### config.mk
export PLATFORM = sky130hd
export DESIGN_NAME = lzwd_ctrl
export DESIGN_NICKNAME = d
export VERILOG_FILES = /design/src/sv/lzwd_pkg.sv /design/src/sv/lzwd_ctrl.sv
export VERILOG_INCLUDE_DIRS = /design/src /design/src/sv
export SDC_FILE = /design/constraint.sdc
export NUM_CORES = 1
export LEC_CHECK = 0
export BUFFER_PORTS_ARGS = -buffer_cell sky130_fd_sc_hd__buf_2
export CORE_AREA = 8 8 60 62
export CTS_BUF_LIST = sky130_fd_sc_hd__clkbuf_4
export DETAILED_ROUTE_END_ITERATION = 8
export DIE_AREA = 0 0 68 70
export PLACE_DENSITY_LB_ADDON = 0.08
export SYNTH_ARGS = -nofsm -noshare
export SYNTH_HDL_FRONTEND = slang
export SYNTH_SLANG_ARGS = --single-unit
export TNS_END_PERCENT = 10
### constraint.sdc
create_clock -name i_clk -period 4 [get_ports i_clk]
set_clock_uncertainty 0.1 [all_clocks]
set_input_delay 0.4 -clock i_clk [delete_from_list [all_inputs] [get_ports i_clk]]
set_output_delay 0.4 -clock i_clk [all_outputs]
set_load 0.01 [all_outputs]
### src/sv/lz_window_decompressor_unit_defines.svh
// Assertion helpers shared by the decompressor modules.
`ifndef LZ_WINDOW_DECOMPRESSOR_UNIT_DEFINES_SVH
`define LZ_WINDOW_DECOMPRESSOR_UNIT_DEFINES_SVH

// Same-cycle implication, checked outside reset.
`define LZWD_ASSERT_IMP(label, clk, rst_n, pre, post) \
    label: assert property (@(posedge clk) disable iff (!(rst_n)) (pre) |-> (post)) \
        else $error("lzwd assertion failed");

// Next-cycle implication, checked outside reset.
`define LZWD_ASSERT_NXT(label, clk, rst_n, pre, post) \
    label: assert property (@(posedge clk) disable iff (!(rst_n)) (pre) |=> (post)) \
        else $error("lzwd assertion failed");

`endif

### src/sv/lzwd_pkg.sv
package lzwd_pkg;

    // history window
    localparam int HistDepth = 4096;
    localparam int HistAw    = 12;

    // most lanes that a 64-bit result can hold
    localparam int OutMaxLanes = 8;

    // stream format constants
    localparam logic [7:0] FlagMsb       = 8'h80;
    localparam logic [3:0] FlagsPerGroup = 4'd8;
    localparam logic [8:0] PairLenBias   = 9'd2;
    localparam logic [8:0] ExtraLenBias  = 9'd18;

    // commands from controller to datapath
    typedef struct packed {
        logic pair_hi;     // latch first pair byte
        logic pair_lo;     // latch second pair byte, short length
        logic extra;       // latch long length byte
        logic literal;     // store literal byte and stage it
        logic copy_start;  // set source pointer and byte count
        logic mem_rd;      // read history at source pointer
        logic mem_wr;      // write read byte, stage it in a lane
        logic out_load;    // move staged bytes to output register
        logic out_last;
        logic out_fault;
    } t_cmd;

    // status from datapath to controller
    typedef struct packed {
        logic done;        // produced count reached output length
        logic nib_zero;    // pair length nibble is zero
        logic bound_fault; // copy precedes start or overruns length
        logic lane_full;   // next write fills the result
        logic last_byte;   // next write is the copy's last byte
        logic out_free;    // output register can take a result
    } t_sts;

endpackage

### src/sv/lzwd_ctrl.sv
`include "lz_window_decompressor_unit_defines.svh"

module lzwd_ctrl import lzwd_pkg::*; (
    input  logic       i_clk,
    input  logic       i_rst_n,
    input  logic       i_in_valid,
    input  logic [7:0] i_byte,
    output logic       o_in_stall,
    input  t_sts       i_sts,
    output t_cmd       o_cmd
);

    typedef enum logic [1:0] {
        PH_FLAG,
        PH_CHUNK,
        PH_PAIR_LO,
        PH_EXTRA
    } t_phase;

    typedef enum logic [2:0] {
        S_IDLE,
        S_CHECK,
        S_RD,
        S_WR,
        S_EMIT
    } t_state;

    t_state     r_state, n_state;
    t_phase     r_phase, n_phase;
    logic [7:0] r_flags, n_flags;
    logic [3:0] r_left, n_left;
    logic       r_fault, n_fault;
    logic       r_last, n_last;
    logic       r_efault, n_efault;

    logic       w_accept;
    logic [7:0] w_fin_flags;
    logic [3:0] w_fin_left;
    t_phase     w_fin_phase;

    assign o_in_stall = (r_state != S_IDLE);
    assign w_accept   = i_in_valid && (r_state == S_IDLE);

    // end of one flagged chunk
    assign w_fin_flags = {r_flags[6:0], 1'b0};
    assign w_fin_left  = (r_left != 4'd0) ? r_left - 4'd1 : 4'd0;
    assign w_fin_phase = (w_fin_left != 4'd0) ? PH_CHUNK : PH_FLAG;

    // next state and command decode
    always_comb begin
        n_state  = r_state;
        n_phase  = r_phase;
        n_flags  = r_flags;
        n_left   = r_left;
        n_fault  = r_fault;
        n_last   = r_last;
        n_efault = r_efault;
        o_cmd    = '0;
        unique case (r_state)
            S_IDLE: begin
                if (w_accept) begin
                    if (r_fault) begin
                        n_efault = 1'b1;
                        n_last   = 1'b1;
                        n_state  = S_EMIT;
                    end else if (!i_sts.done) begin
                        unique case (r_phase)
                            PH_FLAG: begin
                                n_flags = i_byte;
                                n_left  = FlagsPerGroup;
                                n_phase = PH_CHUNK;
                            end
                            PH_CHUNK: begin
                                if ((r_flags & FlagMsb) != 8'd0) begin
                                    o_cmd.literal = 1'b1;
                                    n_flags  = w_fin_flags;
                                    n_left   = w_fin_left;
                                    n_phase  = w_fin_phase;
                                    n_efault = 1'b0;
                                    n_last   = 1'b1;
                                    n_state  = S_EMIT;
                                end else begin
                                    o_cmd.pair_hi = 1'b1;
                                    n_phase = PH_PAIR_LO;
                                end
                            end
                            PH_PAIR_LO: begin
                                o_cmd.pair_lo = 1'b1;
                                if (i_sts.nib_zero) begin
                                    n_phase = PH_EXTRA;
                                end else begin
                                    n_state = S_CHECK;
                                end
                            end
                            PH_EXTRA: begin
                                o_cmd.extra = 1'b1;
                                n_state = S_CHECK;
                            end
                            default: ;
                        endcase
                    end
                end
            end
            S_CHECK: begin
                if (i_sts.bound_fault) begin
                    n_fault  = 1'b1;
                    n_efault = 1'b1;
                    n_last   = 1'b1;
                    n_state  = S_EMIT;
                end else begin
                    o_cmd.copy_start = 1'b1;
                    n_state = S_RD;
                end
            end
            S_RD: begin
                o_cmd.mem_rd = 1'b1;
                n_state = S_WR;
            end
            S_WR: begin
                o_cmd.mem_wr = 1'b1;
                if (i_sts.last_byte) begin
                    n_flags  = w_fin_flags;
                    n_left   = w_fin_left;
                    n_phase  = w_fin_phase;
                end
                if (i_sts.lane_full || i_sts.last_byte) begin
                    n_last   = i_sts.last_byte;
                    n_efault = 1'b0;
                    n_state  = S_EMIT;
                end else begin
                    n_state = S_RD;
                end
            end
            S_EMIT: begin
                if (i_sts.out_free) begin
                    o_cmd.out_load  = 1'b1;
                    o_cmd.out_last  = r_last;
                    o_cmd.out_fault = r_efault;
                    n_state = r_last ? S_IDLE : S_RD;
                end
            end
            default: n_state = S_IDLE;
        endcase
    end

    // state and parser registers
    always_ff @(posedge i_clk) begin
        if (!i_rst_n) begin
            r_state  <= S_IDLE;
            r_phase  <= PH_FLAG;
            r_flags  <= '0;
            r_left   <= '0;
            r_fault  <= 1'b0;
            r_last   <= 1'b0;
            r_efault <= 1'b0;
        end else begin
            r_state  <= n_state;
            r_phase  <= n_phase;
            r_flags  <= n_flags;
            r_left   <= n_left;
            r_fault  <= n_fault;
            r_last   <= n_last;
            r_efault <= n_efault;
        end
    end

    `LZWD_ASSERT_IMP(a_fault_last, i_clk, i_rst_n, (r_state == S_EMIT) && r_efault, r_last)
    `LZWD_ASSERT_NXT(a_fault_sticky, i_clk, i_rst_n, r_fault, r_fault)
    `LZWD_ASSERT_IMP(a_wr_after_rd, i_clk, i_rst_n, r_state == S_WR, $past(r_state) == S_RD)

endmodule

Word level (Yosys, flattened, before mapping)
Index checks and enable logic that the tools add are counted.

cells by class
  add/sub/neg operators = 1
  equality and inequality tests = 24
  mux-type cells = 66
  reduce and logical (&&, ||, !) cells = 15

operators with widths
  kind                   number
  $mux W4                10
  $mux W8                5
  $pmux W8 S2            2
  $mux W3                10
  $mux W1                24
  $reduce_and A7 Y1      3
  $pmux W4 S2            2
  $pmux W3 S5            1
  $mux W2                7
  $ne A2 B2 Y1 const B   7
  $ne A3 B3 Y1 const B   4
  $reduce_and A6 Y1      2
  $pmux W3 S3            1
  $ne A4 B4 Y1 const B   2
  $reduce_bool A4 Y1     2
  $eq A3 B2 Y1 const B   2
  $pmux W1 S3            2
  $pmux W2 S3            1
  $reduce_bool A3 Y1     2
  $ne A5 B2 Y1 const B   1
  $eq A2 B2 Y1 const B   2
  $ne A4 B1 Y1 const B   1
  $pmux W2 S2            1
  $sub A4 B1 Y4 const B  1
  other kinds (11)       11

word-level totals
  register bits after elaboration = 20
  bits of input ports = 17
  output and inout bits = 11
  logic and storage cells = 114

Logic depth before layout (Yosys ltp)
Gate-level depths: netlist (run 1).

  word-level depth = 10
  mapped depth = 8
  depth with buffers taken out = 6

Worst setup path after synthesis (run 1)
No wires, ideal clock.

  path kind = input -> register
  from = input port i_sts[5] (netlist name)
  to = register r_phase[0]
  library setup time = 136 ps
  data arrival time = 1862 ps
  data required time = 3764 ps
  path slack = 1902 ps
  stages = 4
  path buffers = 0
  path through = or4b_4 or4_1 a2111oi_0 a211oi_1

on the way
  longest elaborated chain between the ends = 2

ends and longest elaborated chain
  item                         RTL line          source
  start, declared              lzwd_ctrl.sv:9    input t_sts i_sts,
  $ne A2 B2 Y1 (no line)       --
  $reduce_and A7 Y1 (no line)  --
  end signal, assigned         lzwd_ctrl.sv:158  r_phase <= n_phase;
  end, declared                lzwd_ctrl.sv:29   t_phase r_phase, n_phase;

No other way between the ends.
A chain may end at the register's enable or synchronous reset.

==> metrics.md, run 1 <==
| Metric | Value |
|---|---|
| Status | finished clean |
| Largest net degree at the start of global routing | 27 |
| Clk pwr share | 24.2% |
| Starting Density | 47.9% |
| H-tree depth | 1 |
| Pwr per Cell Area | 276 mW/mm^2 |
| Die H | 70 um |
| PortBufs | 27 |
| Worst Path Arrival | 2.47 ns |
| Top cells by area, synth | dfxtp_1 31%, o21ai_0 4.3%, ha_1 3.9%, mux2i_1 3.9%, nand4bb_1 3.5% |
| Post-route ant nets | 0 |
| Area of placed instances | 0.00140 sq mm |
| CTS sink count | 20 |
| First-pass GRT wire length | 5310 um |
| Fraction of registers with async set or reset after synthesis | 0% |
| Die Wd | 68 um |
| Reg area | 400 sq um |
| Internal power | 277 uW |
| Detailed Place HPWL | 2430 um |
| Core area | 0.00266 sq mm |
| Req. time, crit path | 3.50 ns |
| Final hold vios | 0 |
| CTS root buf | clkbuf_4 |
| Net Sw Frac | 29.5% |
| Final nets | 199 |
| Initial DRC Count | 59 |
| GRT Overall Usage | 13.6% |
| Multi-input logic area | 805 sq um |
| Comb power frac | 20.1% |
| Vias per cell | 6.09 |
| FF+latch count, synth | 20 |
| Yosys cell types | 46 |
| Setup violators final | 0 |
| Detailed-route DRC error count | 0 |
| Crit-path max FO | 26 |
| Syn_nets | 178 |
| CP Class | flip-flop to primary output |
| Worst min path class | input port to flip-flop |
| Mapped Cells | 157 |
| Final Critical Period | 2.97 ns |
| Total power | 392 uW |
| Ys flop type | dfxtp_1 |
| Most frequent cell after synthesis | dfxtp_1 |
| RD Place Congestion | 0.861 |
| Share of the synthesized area in the top cell type | 31.4% |
| VDD IR max | 229 uV |
| Num ports | 28 |
| Die ar. | 0.00476 sq mm |
| Synth cell count leaders | 20 x dfxtp_1, 12 x nor2_1, 11 x o21ai_0, 10 x clkbuf_1, 8 x a21oi_1 |
| Critical path launch point type | flip-flop |
| Max Cap Viol | 0 |
| Layout cells sized above 1 | 18.8% |
| Leak Pwr | 0.000593 uW |
| DRT Pass-1 Iters | 4 |
| Area delta synth->final | 11.6% |
| Fmax | 337 MHz |
| Syn_area_per_cell | 8.13 sq um |
| Most area-hungry cell type in the Yosys netlist | dfxtp_1 |
| CTS buffer count | 3 |
| Skew-Pair Late Insertion Delay | 0.29 ns |
| CTS tree | built |
| Detailed Route WL | 3270 um |
| Via count | 1,261 |
| Max_slew headroom | 50.4% |
| Yosys warns | 0 |
| Rows | 19 |
| Hold_buf cts | 0 |
| RSZ-0062 raised after global routing | no |
| Setup crit end kind | primary output |
| Filler instances | 278 |
| Final instance area | 0.00142 sq mm |
| Global route total overflow | 0 |
| Max Root-Sink Buffers | 2 |
| Worst Tran Pin Value | 0.743 ns |
| Number of global-route vias before repair | 1,209 |
| Sw power | 116 uW |
| Post-cts gate resize count | 0 |
| Clock slew at reported path FFs | 0.11 ns |
| Max-slew violation count | 0 |
| Setup bufs post-CTS | 0 |
| Post-synth EDFFs | 0 |
| Period utilisation layout | 74.2% |
| # diodes | 0 |
| Mapped Area | 0.00128 sq mm |
| Routed WL per cell | 15.8 um |
| Share of power burned in registers | 55.8% |
| Initial antenna violation count | 0 |
| Setup TNS | 0 ns |
| Sequential share of the synthesized area | 31.4% |
[through the flow]
step | utilization [%] | hold slack [ns] | setup slack, ns | instances
floorplan | - | 0.334 | 1.90 | 157
CTS | 53.5 | 0.248 | 1.08 | 207
global placement | 52.6 | 0.344 | 1.49 | 204
global route | 53.5 | 0.255 | 0.873 | 207
finish | 53.5 | 0.255 | 1.03 | 207
detailed placement | 52.6 | 0.366 | 1.42 | 204
[power by group through the flow]
stage | logic (uW) | registers [uW] | clock network, uW
after global routing | 87.9 | 220 | 109
after global placement | 76.6 | 222 | 0
final | 78.8 | 219 | 94.8
after detailed placement | 78.4 | 223 | 0
after CTS | 78.8 | 219 | 99.2
after floorplan | 61.2 | 217 | 0
[placed cells by master (no fill, tap or decap), drive strengths merged, types with 2 or more instances in the layout]
| cell type | n |
|---|---|
| nand4 | 7 |
| o21ai | 11 |
| ha | 4 |
| nor3b | 3 |
| nand3 | 2 |
| nand4bb | 4 |
| nor3 | 6 |
| a2111oi | 2 |
| and2 | 7 |
| nand2 | 7 |
| a21oi | 8 |
| mux2i | 5 |
| buf | 27 |
| inv | 6 |
| o31ai | 2 |
| dfxtp | 20 |
| clkbuf | 3 |
| o21a | 2 |
| o2111ai | 2 |
| nor2b | 2 |
| nand4b | 2 |
| nand2b | 2 |
| a31oi | 6 |
| or3 | 2 |
| or4 | 3 |
| nor2 | 12 |
[metal layers]
metal | vias to the layer above | global-route usage (%) | part of all wire [%]
met5 | - | 0 | 0
met4 | 0 | 4.33 | 0.95
met3 | 4 | 2.87 | 7.6
met2 | 41 | 21.6 | 45
met1 | 583 | 17.4 | 46
li1 | 633 | - | -
[flip-flops by register name, indices dropped and copies added, names as in the netlist]
register	flops
r_fault	1
r_state	3
r_efault	1
r_phase	2
r_left	4
r_flags	8
r_last	1
[final cells by class]
class	count	share of cell area, %
multi-input cells	120	56.5
flip-flops and latches	20	28.1
repair buffers	27	9.49
well taps	31	2.72
clock buffers	3	1.58
inverters	6	1.58
[worst max-delay path, stage by stage, from the launching register on]
cell and delay [ns]:
dfxtp_1 0.56, or4_1 0.68, nor2_1 0.59, and2_1 0.21, buf_2 0.12
[final timing paths]
| path | from | to | slack (ns) | cells after the start |
|---|---|---|---|---|
| setup / recovery | r_state[2] | o_cmd[9] | 1.03 | 4 |
| hold / removal | i_byte[0] | r_flags[0] | 0.26 | 3 |
| setup reg to reg | r_state[2] | r_left[2] | 1.58 | 4 |
| hold reg to reg | r_efault | r_efault | 0.37 | 2 |
[logic make-up (layout without fill, tap and decap cells)]
| kind of cell | Yosys count | count (layout) | synth area share (%) |
|---|---|---|---|
| AOI/OAI and AO/OA | 47 | 47 | 24.6 |
| buffers and inverters | 17 | 36 | 5.59 |
| and+or+nand+nor | 64 | 64 | 30.6 |
| adders and majority gates | 4 | 4 | 3.92 |
| DFF | 20 | 20 | 31.4 |
| muxes | 5 | 5 | 3.92 |
Power figures use the tool's default switching activity.
==> run 2, diff against run 1 <==
==> constraint.sdc (replaced) <==
create_clock -name i_clk -period 2.8 [get_ports i_clk]
set_clock_uncertainty 0.1 [all_clocks]
set_input_delay 0.28 -clock i_clk [delete_from_list [all_inputs] [get_ports i_clk]]
set_output_delay 0.28 -clock i_clk [all_outputs]
set_load 0.01 [all_outputs]
==> metrics.md, run 2 (synthesized netlist as in run 1, its figures left out) <==
| Metric | Value |
|---|---|
| Status | finished clean |
| Worst Path Arrival | 2.47 ns |
| Met2 usage | 22.1% |
| Routed WL per cell | 15.9 um |
| M3 GR Usage | 3.35% |
| Most used routing layer | met2 |
| Initial antenna violation count | 0 |
| FF-to-FF Start | r_state[1] |
| Area delta synth->final | 13.3% |
| Final hold vios | 0 |
| Worst Setup SP | r_state[1] |
| Finished Layout Cells | 210 |
| Crit-path max FO | 20 |
| Core area | 0.00266 sq mm |
| Final nets | 202 |
| Largest register by flop count | r_flags |
| Post-cts gate resize count | 0 |
| CTS sink count | 20 |
| # diodes | 0 |
| Setup crit end kind | flip-flop |
| GRT Overall Usage | 14.1% |
| H-tree depth | 1 |
| Pre-CTS setup slack | 0.503 ns |
| Vias per cell | 6.20 |
| Req. time, crit path | 2.93 ns |
| Internal power | 400 uW |
| Layout cells sized above 1 | 20.1% |
| Setup TNS | 0 ns |
| Die ar. | 0.00476 sq mm |
| Post-placement cell count | 207 |
| RD Place Congestion | 0.908 |
| Most common cell after layout, fill and taps aside | buf_2 |
| CP Class | flip-flop to flip-flop |
| Worst hold path cell count | 3 |
| Area of placed instances | 0.00142 sq mm |
| Detailed Route WL | 3350 um |
| Initial DRC Count | 70 |
| Post-route ant nets | 0 |
| Max Root-Sink Buffers | 2 |
| Global route total overflow | 0 |
| Share of power burned in registers | 54.3% |
| Worst min path class | input port to flip-flop |
| Fmax | 427 MHz |
| CTS root buf | clkbuf_4 |
| Max Cap Viol | 0 |
| Starting Density | 47.9% |
| First-pass GRT wire length | 5490 um |
| Final core occ | 54.3% |
| Max-slew violation count | 0 |
| Rows | 19 |
| Hold_buf cts | 0 |
| Final instance area | 0.00145 sq mm |
| Num ports | 28 |
| Net Sw Frac | 29.2% |
| Setup WS post-layout | 0.456 ns |
| VDD IR max | 278 uV |
| Die H | 70 um |
| CTS tree | built |
| Max reg flops | 8 |
| Critical path launch point type | flip-flop |
| Reg-to-reg setup timing slack | 0.46 ns |
| Period utilisation layout | 83.7% |
| Met1 usage | 17.7% |
| Skew-Pair Late Insertion Delay | 0.29 ns |
| Highest-count cells in the layout ignoring fill and taps | 27 x buf_2, 20 x dfxtp_1, 12 x nor2_1, 11 x o21ai_0, 8 x a21oi_1 |
| Worst R2R Path Depth | 4 |
| Detailed-route DRC error count | 0 |
| Setup bufs post-CTS | 0 |
| Clk pwr share | 23.6% |
| DRT Pass-1 Iters | 4 |
| Via count | 1,302 |
| Clock slew at reported path FFs | 0.11 ns |
| Leak Pwr | 0.000607 uW |
| Max_slew headroom | 60.0% |
| Detailed Place HPWL | 2520 um |
| Setup violators final | 0 |
| Final Critical Period | 2.34 ns |
| Worst Tran Pin Value | 0.599 ns |
| Hold Startpoint | i_byte[0] |
| Pwr per Cell Area | 390 mW/mm^2 |
| Number of global-route vias before repair | 1,191 |
| Die Wd | 68 um |
| PortBufs | 27 |
| Sw power | 165 uW |
| Comb power frac | 22.1% |
| Largest net degree at the start of global routing | 23 |
| RSZ-0062 raised after global routing | no |
| Largest regs | r_flags: 8 flops, r_left: 4 flops, r_state: 3 flops |
| CTS buffer count | 3 |
==> run 2: metrics by stage <==
stage	hold slack (ns)	power [uW]
detailed placement	0.356	437
finish	0.137	564
floorplan	0.321	398
global route	0.137	600
global placement	0.343	434
CTS	0.126	575
==> run 2: routing by layer <==
layer	wire, um	part of all wire [%]
met1	1520	46
met2	1550	46
met3	233	7.0
met4	41	1.2
met5	0	0
==> run 2: power groups by stage <==
stage / combinational [uW] / sequential [uW] / clock, uW
after global routing: 137 / 308 / 155
after CTS: 125 / 306 / 144
after floorplan: 87.4 / 310 / 0
after detailed placement: 124 / 313 / 0
after global placement: 121 / 312 / 0
final: 125 / 307 / 133
==> run 2: critical path, cell delays in order (launching register included) <==
cell     delay [ns]
dfxtp_1        0.45
or4b_4         0.58
o31a_1         0.49
or4_1          0.53
a21oi_1        0.13
==> run 2: layout make-up <==
class	instances	area, sq um
sequential	20	400
timing repair buffer	30	158
multi-input combinational	120	805
clock buffer	3	22.5
tap	31	38.8
inverter	6	22.5
fill	262	1220
==> run 2: worst paths after layout <==
| path | end |
|---|---|
| min reg2reg | r_efault |
| max reg2reg | r_left[0] |
| max | r_left[0] |
| min | r_flags[0] |
==> run 3, diff against run 2 <==
==> constraint.sdc (replaced) <==
create_clock -name i_clk -period 2.2 [get_ports i_clk]
set_clock_uncertainty 0.1 [all_clocks]
set_input_delay 0.22 -clock i_clk [delete_from_list [all_inputs] [get_ports i_clk]]
set_output_delay 0.22 -clock i_clk [all_outputs]
set_load 0.01 [all_outputs]
==> metrics.md, run 3 (synthesized netlist as in run 1, its figures left out) <==
| Metric | Value |
|---|---|
| H-tree depth | 1 |
| Die ar. | 0.00476 sq mm |
| Detailed-route DRC error count | 0 |
| Share of power burned in registers | 44.2% |
| Setup crit end kind | flip-flop |
| Req. time, crit path | 2.29 ns |
| Most common cell after layout, fill and taps aside | buf_2 |
| Largest register by flop count | r_flags |
| Final instance area | 0.00156 sq mm |
| Core area | 0.00266 sq mm |
| CTS sink count | 20 |
| Max_slew headroom | 71.2% |
| Critical path launch point type | flip-flop |
| # diodes | 0 |
| GRT Overall Usage | 14.9% |
| Max-slew violation count | 0 |
| Final nets | 209 |
| DRT Pass-1 Iters | 5 |
| Final Critical Period | 2.12 ns |
| Period utilisation layout | 96.5% |
| RD Place Congestion | 0.904 |
| Via count | 1,328 |
| Num ports | 28 |
| Routed WL per cell | 15.9 um |
| Finished Layout Cells | 218 |
| Largest regs | r_flags: 8 flops, r_left: 4 flops, r_state: 3 flops |
| Setup violators final | 0 |
| Fmax | 471 MHz |
| Pwr per Cell Area | 564 mW/mm^2 |
| Area of placed instances | 0.00148 sq mm |
| CTS tree | built |
| Global route total overflow | 0 |
| Initial DRC Count | 102 |
| Initial antenna violation count | 0 |
| Post-route ant nets | 0 |
| CP Class | flip-flop to flip-flop |
| VDD IR max | 426 uV |
| Number of global-route vias before repair | 1,252 |
| Sw power | 241 uW |
| Leak Pwr | 0.000658 uW |
| Pre-CTS setup slack | -0.0212 ns |
| Worst Path Arrival | 2.21 ns |
| Max Cap Viol | 0 |
| Starting Density | 47.9% |
| First-pass GRT wire length | 5730 um |
| Die Wd | 68 um |
| Crit-path max FO | 3 |
| Comb power frac | 20.2% |
| Skew-Pair Late Insertion Delay | 0.31 ns |
| Clock slew at reported path FFs | 0.13 ns |
| CTS root buf | clkbuf_4 |
| Detailed Route WL | 3480 um |
| Die H | 70 um |
| Highest-count cells in the layout ignoring fill and taps | 27 x buf_2, 20 x dfxtp_1, 11 x nor2_1, 11 x o21ai_0, 10 x buf_4 |
| PortBufs | 27 |
| Vias per cell | 6.09 |
| Rows | 19 |
| CTS buffer count | 3 |
| Internal power | 641 uW |
| Area delta synth->final | 22.5% |
| Largest net degree at the start of global routing | 20 |
| RSZ-0062 raised after global routing | no |
| Final hold vios | 0 |
| Clk pwr share | 35.5% |
| Setup TNS | 0 ns |
| Setup WS post-layout | 0.0763 ns |
| Layout cells sized above 1 | 25.7% |
| Detailed Place HPWL | 2570 um |
| Status | finished clean |
| Worst Tran Pin Value | 0.421 ns |
| Worst min path class | input port to flip-flop |
| Post-placement cell count | 214 |
| Max reg flops | 8 |
| Max Root-Sink Buffers | 2 |
| Net Sw Frac | 27.3% |
[run 3: final timing paths]
check                                  end  cells past startpoint  slack, ns        from
worst min register to register    r_efault                      2       0.36    r_efault
worst min-delay path            r_flags[0]                      3       0.04   i_byte[0]
worst max-delay path            r_phase[0]                      4       0.08  r_state[0]
worst max register to register  r_phase[0]                      4       0.08  r_state[0]
[run 3: area by class of cell]
cell class              count  area, sq um
fillers                   263         1100
multi-input cells         120          838
flip-flops and latches     20          400
repair buffers             37          210
well taps                  31         38.8
clock inverters             1         30.0
clock buffers               3         22.5
inverters                   6         22.5
[run 3: critical path, cell delays in order, from the launching register on]
cell and delay [ns]:
dfxtp_1 0.34, or4b_4 0.56, or4_4 0.55, a2111oi_4 0.36, a211oi_1 0.08
[run 3: metrics by stage]
step | total power [uW] | utilization (%) | hold slack, ns
global route | 924 | 58.7 | 0.0334
global placement | 560 | 55.5 | 0.344
floorplan | 506 | - | 0.261
finish | 882 | 58.7 | 0.0429
detailed placement | 565 | 55.5 | 0.351
CTS | 882 | 57.8 | 0.0379
[run 3: metal layers]
metal,track usage [%],vias up,share of wire (%)
met1,18.2,631,44
met5,0,-,0
met2,24.0,33,48
met3,3.35,6,6.1
met4,5.69,0,1.5
li1,-,658,-
[run 3: power by group through the flow]
stage / registers [uW] / logic, uW / clock network [uW]
2_1_floorplan: 395 / 111 / 0
3_3_place_gp: 396 / 164 / 0
3_5_place_dp: 397 / 168 / 0
4_1_cts: 389 / 172 / 320
5_1_grt: 392 / 197 / 336
6_report: 390 / 179 / 313
[run 3: what timing repair did]
item                       4_1_cts  5_1_grt
hold buffers                     0        0
buffers inserted                 0        0
setup endpoints to repair        3        3
pin swaps                        0        2
resized for setup                3        4
